`config.mk`:
```
export PLATFORM = sky130hd
export DESIGN_NAME = modrm_sib_address_encoder
export DESIGN_NICKNAME = d
export VERILOG_FILES = /design/src/mse_pkg.sv /design/src/mse_front.sv /design/src/mse_queue.sv /design/src/mse_back.sv /design/src/modrm_sib_address_encoder.sv
export SDC_FILE = /design/constraint.sdc
export NUM_CORES = 1
export LEC_CHECK = 0
export ABC_AREA = 1
export BUFFER_PORTS_ARGS = -buffer_cell sky130_fd_sc_hd__buf_2
export CELL_PAD_IN_SITES_DETAIL_PLACEMENT = 1
export CELL_PAD_IN_SITES_GLOBAL_PLACEMENT = 2
export CORE_MARGIN = 3
export CORE_UTILIZATION = 40
export CTS_CLUSTER_DIAMETER = 150
export DETAILED_ROUTE_END_ITERATION = 10
export PLACE_DENSITY = 0.81
export SYNTH_ARGS = -nofsm -noshare
export SYNTH_HDL_FRONTEND = slang
export SYNTH_HIERARCHICAL = 1
export SYNTH_SLANG_ARGS = --single-unit
```
`constraint.sdc`:
```
create_clock -name clk -period 5.5 [get_ports clk]
set_input_delay 0.825 -clock clk [delete_from_list [all_inputs] [get_ports clk]]
set_output_delay 0.825 -clock clk [all_outputs]
set_load 0.1 [all_outputs]
```
`src/mse_pkg.sv`:
```
package mse_pkg;

  // operand kinds
  localparam logic [1:0] OP_REG_DIRECT = 2'd0;
  localparam logic [1:0] OP_RIP_DIRECT = 2'd1;
  localparam logic [1:0] OP_MEMORY     = 2'd2;
  localparam logic [1:0] OP_IMMEDIATE  = 2'd3;

  // displacement length codes
  localparam logic [1:0] DISP_NONE = 2'd0;
  localparam logic [1:0] DISP_BYTE = 2'd1;
  localparam logic [1:0] DISP_WORD = 2'd2;

  localparam logic [2:0] RM_SIB      = 3'd4;
  localparam logic [2:0] RM_DISP32   = 3'd5;
  localparam logic [2:0] SIB_NO_IDX  = 3'd4;
  localparam logic [2:0] SIB_NO_BASE = 3'd5;
  localparam logic [1:0] MOD_NODISP  = 2'd0;
  localparam logic [1:0] MOD_DISP8   = 2'd1;
  localparam logic [1:0] MOD_DISP32  = 2'd2;
  localparam logic [1:0] MOD_REG     = 2'd3;

  localparam int QUEUE_DEPTH_DEF = 2;

  typedef struct packed {
    logic [1:0]         op;
    logic [2:0]         reg_bits;
    logic [2:0]         base_number;
    logic               base_present;
    logic [2:0]         index_number;
    logic               index_present;
    logic [3:0]         scale_factor;
    logic signed [31:0] displacement;
    logic               disp_present;
  } mse_in_t;

  typedef struct packed {
    logic [7:0] code_byte;
    logic       last;
    logic       error;
  } mse_out_t;

  // classified request held between front and back
  typedef struct packed {
    logic [7:0]  modrm;
    logic [7:0]  sib;
    logic        has_sib;
    logic [1:0]  disp_size;
    logic [31:0] disp;
    logic        err;
  } mse_desc_t;

endpackage

```
`src/mse_front.sv`:
```
module mse_front (
  input  mse_pkg::mse_in_t   req,
  output mse_pkg::mse_desc_t desc
);
  import mse_pkg::*;

  logic        sib_need;
  logic        scale_ok;
  logic [1:0]  sbits;
  logic [1:0]  mod;
  logic [2:0]  rm;
  logic [31:0] d;
  logic        fits8;

  always_comb begin
    d = req.disp_present ? req.displacement : 32'd0;
    fits8 = (d[31:7] == 25'd0) || (d[31:7] == {25{1'b1}});
    sib_need = req.index_present || (req.base_number == RM_SIB);
    rm = sib_need ? RM_SIB : req.base_number;
    scale_ok = 1'b1;
    unique case (req.scale_factor)
      4'd1: sbits = 2'd0;
      4'd2: sbits = 2'd1;
      4'd4: sbits = 2'd2;
      4'd8: sbits = 2'd3;
      default: begin
        sbits = 2'd0;
        scale_ok = 1'b0;
      end
    endcase
    priority if (!req.base_present) begin
      mod = MOD_NODISP;
    end else if (!req.disp_present) begin
      mod = (req.base_number == RM_DISP32) ? MOD_DISP8 : MOD_NODISP;
    end else if (fits8) begin
      mod = MOD_DISP8;
    end else begin
      mod = MOD_DISP32;
    end

    desc = '0;
    unique case (req.op)
      OP_REG_DIRECT: begin
        desc.modrm = {MOD_REG, req.reg_bits, req.base_number};
      end
      OP_RIP_DIRECT: begin
        desc.modrm     = {MOD_NODISP, req.reg_bits, RM_DISP32};
        desc.disp      = req.displacement;
        desc.disp_size = DISP_WORD;
      end
      OP_MEMORY: begin
        if ((!req.base_present && !req.index_present) || (sib_need && !scale_ok)) begin
          desc.err = 1'b1;
        end else begin
          desc.modrm   = {mod, req.reg_bits, rm};
          desc.has_sib = sib_need;
          desc.sib     = {sbits,
                          req.index_present ? req.index_number : SIB_NO_IDX,
                          req.base_present ? req.base_number : SIB_NO_BASE};
          desc.disp    = d;
          // index with no base always carries a disp32
          if (!req.base_present || mod == MOD_DISP32) begin
            desc.disp_size = DISP_WORD;
          end else if (mod == MOD_DISP8) begin
            desc.disp_size = DISP_BYTE;
          end else begin
            desc.disp_size = DISP_NONE;
          end
        end
      end
      default: begin
        desc.err = 1'b1;
      end
    endcase
  end

endmodule

```
`src/mse_queue.sv`:
```
module mse_queue #(
  parameter int DEPTH = mse_pkg::QUEUE_DEPTH_DEF
) (
  input  logic               clk,
  input  logic               rst_n,
  input  logic               push,
  input  mse_pkg::mse_desc_t push_data,
  input  logic               pop,
  output mse_pkg::mse_desc_t head,
  output logic               empty,
  output logic               full
);
  import mse_pkg::*;

  localparam int PTR_W = (DEPTH > 1) ? $clog2(DEPTH) : 1;
  localparam int CNT_W = $clog2(DEPTH + 1);
  localparam logic [PTR_W-1:0] LAST_PTR = PTR_W'(DEPTH - 1);
  localparam logic [CNT_W-1:0] FULL_CNT = CNT_W'(DEPTH);

  mse_desc_t        slot_r [DEPTH];
  logic [PTR_W-1:0] wr_ptr_r, wr_ptr_nxt;
  logic [PTR_W-1:0] rd_ptr_r, rd_ptr_nxt;
  logic [CNT_W-1:0] count_r, count_nxt;

  assign empty = (count_r == '0);
  assign full  = (count_r == FULL_CNT);
  assign head  = slot_r[rd_ptr_r];

  always_comb begin
    wr_ptr_nxt = wr_ptr_r;
    rd_ptr_nxt = rd_ptr_r;
    count_nxt  = count_r;
    if (push) begin
      wr_ptr_nxt = (wr_ptr_r == LAST_PTR) ? '0 : wr_ptr_r + 1'b1;
    end
    if (pop) begin
      rd_ptr_nxt = (rd_ptr_r == LAST_PTR) ? '0 : rd_ptr_r + 1'b1;
    end
    if (push && !pop) begin
      count_nxt = count_r + 1'b1;
    end else if (pop && !push) begin
      count_nxt = count_r - 1'b1;
    end
  end

  always_ff @(posedge clk) begin
    if (!rst_n) begin
      wr_ptr_r <= '0;
      rd_ptr_r <= '0;
      count_r  <= '0;
    end else begin
      wr_ptr_r <= wr_ptr_nxt;
      rd_ptr_r <= rd_ptr_nxt;
      count_r  <= count_nxt;
    end
  end

  always_ff @(posedge clk) begin
    if (push) begin
      slot_r[wr_ptr_r] <= push_data;
    end
  end

endmodule

```
`src/mse_back.sv`:
```
module mse_back (
  input  logic               clk,
  input  logic               rst_n,
  input  mse_pkg::mse_desc_t head,
  input  logic               empty,
  output logic               pop,
  output logic               out_valid,
  input  logic               out_stall,
  output mse_pkg::mse_out_t  out_data
);
  import mse_pkg::*;

  logic [2:0] pos_r, pos_nxt;
  logic       valid_r, valid_nxt;
  mse_out_t   data_r, data_nxt;
  logic       load;
  logic [2:0] n_bytes;
  logic [1:0] k;
  logic       is_last;
  logic [7:0] disp_byte;

  assign load = !empty && (!valid_r || !out_stall);

  always_comb begin
    unique case (head.disp_size)
      DISP_BYTE: n_bytes = 3'd2 + {2'b0, head.has_sib};
      DISP_WORD: n_bytes = 3'd5 + {2'b0, head.has_sib};
      default:   n_bytes = 3'd1 + {2'b0, head.has_sib};
    endcase
    is_last = (pos_r == n_bytes - 3'd1);
    // displacement byte number, little-endian
    k = 2'(pos_r - 3'd1 - {2'b0, head.has_sib});
    unique case (k)
      2'd0: disp_byte = head.disp[7:0];
      2'd1: disp_byte = head.disp[15:8];
      2'd2: disp_byte = head.disp[23:16];
      default: disp_byte = head.disp[31:24];
    endcase

    data_nxt  = data_r;
    valid_nxt = valid_r && out_stall;
    pos_nxt   = pos_r;
    pop       = 1'b0;
    if (load) begin
      valid_nxt = 1'b1;
      if (head.err) begin
        data_nxt = '{code_byte: 8'd0, last: 1'b1, error: 1'b1};
        pop      = 1'b1;
        pos_nxt  = '0;
      end else begin
        priority if (pos_r == 3'd0) begin
          data_nxt.code_byte = head.modrm;
        end else if (pos_r == 3'd1 && head.has_sib) begin
          data_nxt.code_byte = head.sib;
        end else begin
          data_nxt.code_byte = disp_byte;
        end
        data_nxt.last  = is_last;
        data_nxt.error = 1'b0;
        pop     = is_last;
        pos_nxt = is_last ? 3'd0 : pos_r + 3'd1;
      end
    end
  end

  always_ff @(posedge clk) begin
    if (!rst_n) begin
      valid_r <= 1'b0;
      pos_r   <= '0;
    end else begin
      valid_r <= valid_nxt;
      pos_r   <= pos_nxt;
    end
  end

  always_ff @(posedge clk) begin
    data_r <= data_nxt;
  end

  assign out_valid = valid_r;
  assign out_data  = data_r;

endmodule

```
`src/modrm_sib_address_encoder.sv`:
```
// ModR/M and SIB address encoder: each accepted operand request is classified
// on entry and queued, then sent out as its encoding one byte per cycle while
// out_stall is low: ModR/M, optional SIB, then a 0, 1 or 4 byte little-endian
// displacement, with last set on the final byte and a single zero byte with
// error set for an operand that cannot be encoded. An operand's encoding is 1
// to 6 bytes long; the front keeps taking requests while the queue
// (QUEUE_DEPTH entries) has room. A request is first written into the queue,
// and its first byte is then registered in the output stage before it appears.
module modrm_sib_address_encoder #(
  parameter int QUEUE_DEPTH = mse_pkg::QUEUE_DEPTH_DEF
) (
  input  logic             clk,
  input  logic             rst_n,
  input  logic             in_valid,
  output logic             in_stall,
  input  mse_pkg::mse_in_t in_data,
  output logic             out_valid,
  input  logic             out_stall,
  output mse_pkg::mse_out_t out_data
);
  import mse_pkg::*;

  mse_desc_t desc;
  mse_desc_t head;
  logic      push;
  logic      pop;
  logic      empty;
  logic      full;

  assign in_stall = full;
  assign push     = in_valid && !full;

  mse_front u_front (
    .req  (in_data),
    .desc (desc)
  );

  mse_queue #(
    .DEPTH (QUEUE_DEPTH)
  ) u_queue (
    .clk       (clk),
    .rst_n     (rst_n),
    .push      (push),
    .push_data (desc),
    .pop       (pop),
    .head      (head),
    .empty     (empty),
    .full      (full)
  );

  mse_back u_back (
    .clk       (clk),
    .rst_n     (rst_n),
    .head      (head),
    .empty     (empty),
    .pop       (pop),
    .out_valid (out_valid),
    .out_stall (out_stall),
    .out_data  (out_data)
  );

endmodule
```
* Word-level counts from Yosys, hierarchy flattened *
Memory sizes are Yosys's and may differ from the RTL's. A register that Yosys moved wholly into a read port is not among the register bits.
Index checks and enable logic that the tools add are counted.

operators by class
  reductions and logical operators = 30
  add/sub/neg operators = 11
  equality and inequality tests = 18
  muxes and demuxes = 36

operators with widths
  cell                  number
  $pmux 34 s2           1
  $mux 51               1
  $pmux 8 s3            2
  $mux 32               1
  $eq 25x25->1 const B  1
  $logic_not 25->1      1
  $mux 8                2
  $mux 3                5
  $mux 1                14
  $mux 2                6
  $eq 2x2->1 const B    5
  $logic_not 1->1       9
  $mux 9                1
  $eq 2x1->1 const B    4
  $logic_and 1x1->1     8
  $eq 3x3->1 const B    2
  $logic_not 2->1       3
  $pmux 2 s3            1
  $pmux 3 s2            1
  $logic_or 1x1->1      5
  $eq 4x1->1 const B    1
  $eq 4x2->1 const B    1
  $eq 4x3->1 const B    1
  $eq 4x4->1 const B    1
  16 further kinds      18

storage, ports and cells
  logic and storage cells = 104
  memory bits (writable) = 104
  output and inout port bits = 12
  flip-flop bits (word level) = 18
  memories = 1

memory list
  memory          words  width  rd ports  clocked after Yosys merged registers in  write ports  RTL line         RTL
  u_queue.slot_r  2      52     1         1                                        1            mse_queue.sv:20  mse_desc_t slot_r [DEPTH];

* Logic depth before layout (Yosys ltp) *
Gate-level depths: netlist of the first run.

  depth in word-level cells = 11
  mapped depth = 22
  depth with buffers taken out = 20

* Cells and area by module *
Netlist of the first run, hierarchy kept.

modules (own cells, without submodules)
  module                     cells each  area each (um^2)  seq. area each (um^2)  times used
  mse_queue                  197         4235.3            3223.1                 1
  mse_back                   161         1158.6            380.4                  1
  mse_front                  231         1006.0            0.0                    1
  modrm_sib_address_encoder  2           10.0              0.0                    1

* Worst setup path before layout of the first run *
Ideal clock, no wire load.

  kind = reg-to-reg
  start = register u_queue.count_r[1]
  end = memory u_queue/slot_r[0][0] (netlist name), enable pin
  clock period less this slack = 3.730 ns
  arrival time = 3.268 ns
  stages on the path, launching flop included = 6
  path buffers = 0
  setup slack = 1.770 ns
  data required time = 5.038 ns
  cells stage by stage = dfxtp_1 > inv_1 > nor2_1 > nor2_2 > inv_1 > nor2_1

between the ends
  word-level cells in the longest chain between the ends = 5

ends and longest elaborated chain
  item                          RTL line                         RTL
  start, declared               mse_queue.sv:23                  logic [CNT_W-1:0] count_r, count_nxt;
  start signal, assigned        mse_queue.sv:54                  count_r <= count_nxt;
  $eq 2x2->1                    mse_queue.sv:26                  assign full = (count_r == FULL_CNT);
  via in_stall                  modrm_sib_address_encoder.sv:15  output logic in_stall,
  $logic_not 1->1               modrm_sib_address_encoder.sv:31  assign push = in_valid && !full;
  $logic_and 1x1->1             modrm_sib_address_encoder.sv:31
  via push                      modrm_sib_address_encoder.sv:25  logic push;
  $mux 1                        mse_queue.sv:59                  if (push) begin
  $mux 1 (implied by the code)  mse_queue.sv:60                  slot_r[wr_ptr_r] <= push_data;
  end, declared                 mse_queue.sv:20

The timed path passes the listed nets, and every way through them passes these cells.

==> results of run 1 <==
power groups by stage:
stage | combinational [uW] | clock (uW) | sequential (uW)
after floorplan | 1020 | 0 | 1610
after global placement | 1510 | 0 | 1340
after detailed placement | 1530 | 0 | 1350
after CTS | 1550 | 1100 | 1330
after global routing | 1670 | 1140 | 1340
final | 1520 | 1080 | 1330
final timing paths:
path,slack (ps),to,start
worst max-delay path,2430,u_queue/count_r[1],flop
worst min-delay path,490,u_back/out_valid,u_back/out_valid
worst max register to register,2430,u_queue/count_r[1],flop
worst min register to register,490,u_back/out_valid,u_back/out_valid
metrics by stage:
stage          power [uW]  instance area (sq um)  std cells   util  hold slack, ps
2_1_floorplan        2620                   6410        591      -             466
3_3_place_gp         2850                   6820        853  0.442             468
3_5_place_dp         2880                   6820        853  0.442             486
4_1_cts              3980                   7380        883  0.479             494
5_1_grt              4160                   7380        883  0.479             527
6_report             3930                   7380        883  0.479             491
cells in the final DEF, fill, tap and decap left out, types with 3 or more instances in the layout:
master | Yosys | routed
clkbuf_1 | 1 | 3
a21oi_1 | 18 | 18
bufinv_16 | 0 | 3
nand2_1 | 102 | 102
nor2_1 | 76 | 75
ha_1 | 11 | 11
buf_2 | 2 | 65
o211ai_1 | 6 | 6
nand3_1 | 35 | 35
inv_2 | 2 | 3
dfxtp_1 | 9 | 8
o21ai_1 | 4 | 4
inv_1 | 100 | 99
clkinv_2 | 0 | 5
clkbuf_16 | 0 | 17
mux2_4 | 50 | 50
edfxtp_1 | 114 | 114
o21ai_0 | 26 | 26
buf_4 | 1 | 3
cell usage after synthesis, drive strengths merged:
cell type / n
mux2: 52
dfxtp: 9
a21o: 1
a21oi: 19
xnor2: 1
o31ai: 1
nor3: 1
a21boi: 1
edfxtp: 114
xor2: 2
buf: 16
inv: 102
nand2: 105
ha: 11
o21bai: 1
clkbuf: 1
nand4: 2
o211ai: 6
nor2: 79
o21ai: 30
nand3: 37
area by class of cell:
class	instances	area, sq um	share of cell area
flip-flops and latches	123	3600	0.488
multi-input cells	349	2220	0.301
clock buffers	20	437	0.0592
inverters	102	383	0.0519
repair buffers	68	348	0.0471
well taps	211	264	0.0358
clock inverters	10	126	0.0171
sequential cells by signal, summed over array words and instances, names as in the netlist, named ones only:
signal / flops
u_queue/wr_ptr_r: 1
u_back/out_valid: 1
u_queue/rd_ptr_r: 1
u_queue/slot_r: 104
u_back/pos_r: 3
u_back/out_data: 10
u_queue/count_r: 2
worst register-to-register path: cells and delay by family (launching register included):
family / cells / cell delay, ps
muxes: 1 / 390
buffers and inverters: 6 / 1120
DFF: 1 / 470
and+or+nand+nor: 6 / 480
adders and majority gates: 1 / 300
AOI/OAI and AO/OA: 2 / 250
layer usage:
| layer | global-route usage | vias up |
|---|---|---|
| met4 | 0.0520 | 0 |
| met5 | 0 | - |
| li1 | - | 2098 |
| met2 | 0.298 | 83 |
| met1 | 0.213 | 2046 |
| met3 | 0.0369 | 6 |
cell families (layout without fill, tap and decap cells):
| family | Yosys count | after routing | share of synthesized area |
|---|---|---|---|
| adder cells (fa/ha/maj) | 11 | 11 | 0.0215 |
| buffers and inverters | 119 | 200 | 0.0927 |
| multiplexers | 52 | 52 | 0.121 |
| AO/OA/AOI/OAI | 59 | 59 | 0.0511 |
| AND/OR/NAND/NOR | 224 | 224 | 0.148 |
| XOR/XNOR | 3 | 3 | 0.00410 |
| flip-flops | 123 | 123 | 0.562 |
==> results.toml, run 1 <==
[timing]
setup_violations = 0
rsz0062_at_grt = "false"
tightest_slew_ps = 1180
period_minus_slack_ps = 3070
fmax_mhz = 326
hold_viol_final = 0
fin_crit_sh = 0.558
fin_ws_ps = 2430
slew_headroom = 0.215
skew_ps = 6.32
setup_tns_ps = 0
drv_slew = 0

[power_and_ir_drop]
power.leakage_uw = 0.00329
powerDensity_nw_per_um2 = 532
internal_power_uw = 2470
swShare = 0.372
worst_ir_drop_vdd_v = 0.000258
p_seq_frac = 0.338
comb_power_share = 0.388
clkPwrFrac = 0.274
switching_power_uw = 1460

[drt]
met3_length_microns = 398
drtAntennaViolNets = 0
drt_iter0_drc = 204
drt-total-wl_microns = 14500
route.vias.total = 4233
vias_per_cell = 4.79
route.met2.wl_microns = 7420
drc_errors = 0
post_drt_wl_per_cell_microns = 16.5
first_pass_iters = 5
wirelength_met1_microns = 6580
dr.max_layer_used = "met4"

[finish]
fillers = 1781
layout.nets = 726
drive_gt1_frac = 0.240
insertedDiodeCount = 0
area_growth_pct = 15.2

[yosys]
synth-seq-cells = 123
synth_area_sq_um = 6410
synth.distinct_cells = 34
synth_cells = 591
syn_nets = 656
yosys.area.top_type = "edfxtp_1"
synth-warning-count = 6
ys_seq_area_frac = 0.562
syn_area_per_cell_sq_um = 10.8
synth_top_area_share = 0.534
synthTopCellsByArea = "edfxtp_1, mux2_4, nand2_1"

[critical_path]
cp.buffers_inverters = 6
critPathKind = "reg -> reg"
worstSetupPathDepth = 16
end_kind = "flop"
worstRegToRegCells = 16
slowest_delay_ps = 700
crit_fanout = 45
worstPathCellList = "buf_4, mux2_4, inv_1, o21ai_0, nand3_1, nand3_1, o21bai_2, nand2_1, inv_1, inv_1, ha_1, inv_1, nand3_1, nand2_1, inv_1, nor2_1"
critPathLaunchType = "flop"
crit_arrival_ps = 3410
cpMaxStageDelayCell = "buf_4"
crit_family = "buffers and inverters"
cp_common_cell = "inv_1"
cp.required_ps = 5840

[place]
hpwlAfterDp_microns = 10500
dp_slack_ps = 2360
portBuffers = 65
gp_congestion = 0.778

[clock_tree]
clockBufferDepth = 2
root_buffer = "clkbuf_16"
tritoncts = "built"
clk_latency_ps = 410
cts_buffers = 17
cts_setup_buffers = 0
cts.sinks = 123
htreeDepth = 4
ctsResizeCount = 0
hold_buffers = 0
path_clk_slew_ps = 50

[grt]
grt_overflow = 0
antenna_found_initial = 0
grt_first_pass_wirelength_microns = 23400
grt_pass1_vias = 4505
grt_max_degree = 53
grt_usage = 0.171

[hold_path]
hold-path-cell-count = 2
hold_class = "reg -> reg"

[floorplan]
std_cell_rows = 45
die-area_sq_um = 17600
io_pins = 66
initial_core_util = 0.415
fp.dieW_microns = 133
die_y_microns = 133
core_area_sq_um = 15400

[flow_run]
maxCapViolCount = 0

[outcome]
status = "finished clean"
No activity file was read; power rests on OpenSTA's default activity.
==> inputs of run 2 (changes only) <==
--- a/config.mk
+++ b/config.mk
@@ -10,10 +10,10 @@
 export CELL_PAD_IN_SITES_DETAIL_PLACEMENT = 1
 export CELL_PAD_IN_SITES_GLOBAL_PLACEMENT = 2
 export CORE_MARGIN = 3
-export CORE_UTILIZATION = 40
+export CORE_UTILIZATION = 35
 export CTS_CLUSTER_DIAMETER = 150
 export DETAILED_ROUTE_END_ITERATION = 10
-export PLACE_DENSITY = 0.81
+export PLACE_DENSITY = 0.75
 export SYNTH_ARGS = -nofsm -noshare
 export SYNTH_HDL_FRONTEND = slang
 export SYNTH_HIERARCHICAL = 1
==> constraint.sdc (replaced) <==
create_clock -name clk -period 2.5 [get_ports clk]
set_input_delay 0.375 -clock clk [delete_from_list [all_inputs] [get_ports clk]]
set_output_delay 0.375 -clock clk [all_outputs]
set_load 0.1 [all_outputs]
==> results.toml, run 2 (synthesized netlist as in run 1, its figures left out) <==
[timing]
setup_violations = 0
skew_ps = 7.83
hold_viol_final = 0
drv_slew = 0
fin_crit_sh = 0.943
setup_tns_ps = 0
fmax_mhz = 424
period_minus_slack_ps = 2360
tightest_slew_ps = 594
slew_headroom = 0.604
fin_ws_ps = 142

[floorplan]
std_cell_rows = 48
die-area_sq_um = 20000
io_pins = 66
fp.dieW_microns = 141
initial_core_util = 0.364
die_y_microns = 141
core_area_sq_um = 17600

[clock_tree]
path_clk_slew_ps = 60
cts.sinks = 123
clockBufferDepth = 2
hold_buffers = 0
clk_latency_ps = 400
root_buffer = "clkbuf_16"
tritoncts = "built"
htreeDepth = 4
cts_buffers = 17

[place]
portBuffers = 65
dp_slack_ps = 81.2
hpwlAfterDp_microns = 10400
gp_congestion = 0.769

[critical_path]
cp.required_ps = 2740
worstPathCellList = "buf_4, mux2_4, inv_1, ha_1, inv_1, nor2_4, nand2_1, nand3_1, o211ai_1, a21oi_1"
crit_arrival_ps = 2600
critPathKind = "reg -> reg"
end_kind = "flop"
cp_common_cell = "inv_1"
slowest_delay_ps = 560
cpMaxStageDelayCell = "ha_1"
crit_fanout = 10
critPathLaunchType = "flop"
worstRegToRegCells = 10

[grt]
grt_usage = 0.147
antenna_found_initial = 0
grt_overflow = 0
grt_first_pass_wirelength_microns = 23100
grt_pass1_vias = 4512
grt_max_degree = 53

[drt]
post_drt_wl_per_cell_microns = 15.8
route.vias.total = 4247
vias_per_cell = 4.68
first_pass_iters = 4
drt-total-wl_microns = 14400
drtAntennaViolNets = 0
drt_iter0_drc = 292
drc_errors = 0

[finish]
largest-register = "u_queue/slot_r"
largest_reg_flops = 104
final_cell_mix = "edfxtp_1, nand2_1, inv_1, nor2_1, buf_2"
multiInputGateArea_sq_um = 2250
seq_area_sq_um = 3610
area_growth_pct = 17.9
fillers = 1991
final_common_cell = "edfxtp_1"
drive_gt1_frac = 0.265
layout.nets = 736
insertedDiodeCount = 0

[hold_path]
hold_class = "in -> reg"
hold-path-cell-count = 3

[power_and_ir_drop]
powerDensity_nw_per_um2 = 1180
internal_power_uw = 5550
worst_ir_drop_vdd_v = 0.000703
power.leakage_uw = 0.00334
swShare = 0.376
p_seq_frac = 0.324
switching_power_uw = 3350
clkPwrFrac = 0.269
comb_power_share = 0.406

[flow_run]
maxCapViolCount = 0

[outcome]
status = "finished clean"
==> run 2: critical path, delay by kind of cell (launching register included) <==
family,cells,cell delay [ps]
DFF,1,360
and+or+nand+nor,3,420
buffers and inverters,3,350
adders and majority gates,1,560
muxes,1,210
AOI/OAI and AO/OA,2,310
==> run 2: layer usage <==
metal	global-route usage	part of all wire	wire length [microns]	vias up
met2	0.242	0.49	7070	85
met3	0.0297	0.038	542	20
met5	0	0	0	-
li1	-	-	-	2112
met1	0.193	0.45	6430	2030
met4	0.0566	0.022	323	0
==> run 2: through the flow <==
stage / hold slack (ps) / utilization / total power [uW] / std cells / instance area, sq um
3_3_place_gp: 482 / 0.394 / 6400 / 875 / 6940
4_1_cts: 249 / 0.427 / 8950 / 906 / 7520
2_1_floorplan: 464 / - / 5800 / 591 / 6440
6_report: 265 / 0.429 / 8900 / 908 / 7550
3_5_place_dp: 515 / 0.394 / 6500 / 875 / 6940
5_1_grt: 274 / 0.429 / 9380 / 908 / 7550
==> run 2: final cells by class <==
class / instances / share of cell area
repair buffers: 78 / 0.0593
clock buffers: 19 / 0.0573
clock inverters: 12 / 0.0197
inverters: 102 / 0.0507
multi-input cells: 349 / 0.298
well taps: 225 / 0.0373
flip-flops and latches: 123 / 0.477
==> run 2: power by group through the flow <==
stage | Combinational, uW | Sequential, uW | Clock, uW
2_1_floorplan | 2280 | 3530 | 0
3_3_place_gp | 3490 | 2910 | 0
3_5_place_dp | 3570 | 2940 | 0
4_1_cts | 3610 | 2900 | 2450
5_1_grt | 3910 | 2920 | 2550
6_report | 3620 | 2890 | 2400
==> run 2: path summary, 6_finish.rpt <==
path                                      endpoint        startpoint  slack, ps
worst max register to register  u_back/out_data[3]              flop        140
worst min-delay path              u_back/out_valid         out_stall        260
worst max-delay path            u_back/out_data[3]              flop        140
worst min register to register    u_queue/rd_ptr_r  u_queue/rd_ptr_r        520
==> run 2: timing repair <==
item	CTS	global route
resized for setup	0	3
endpoints found under the setup margin	0	2
setup buffers	0	2
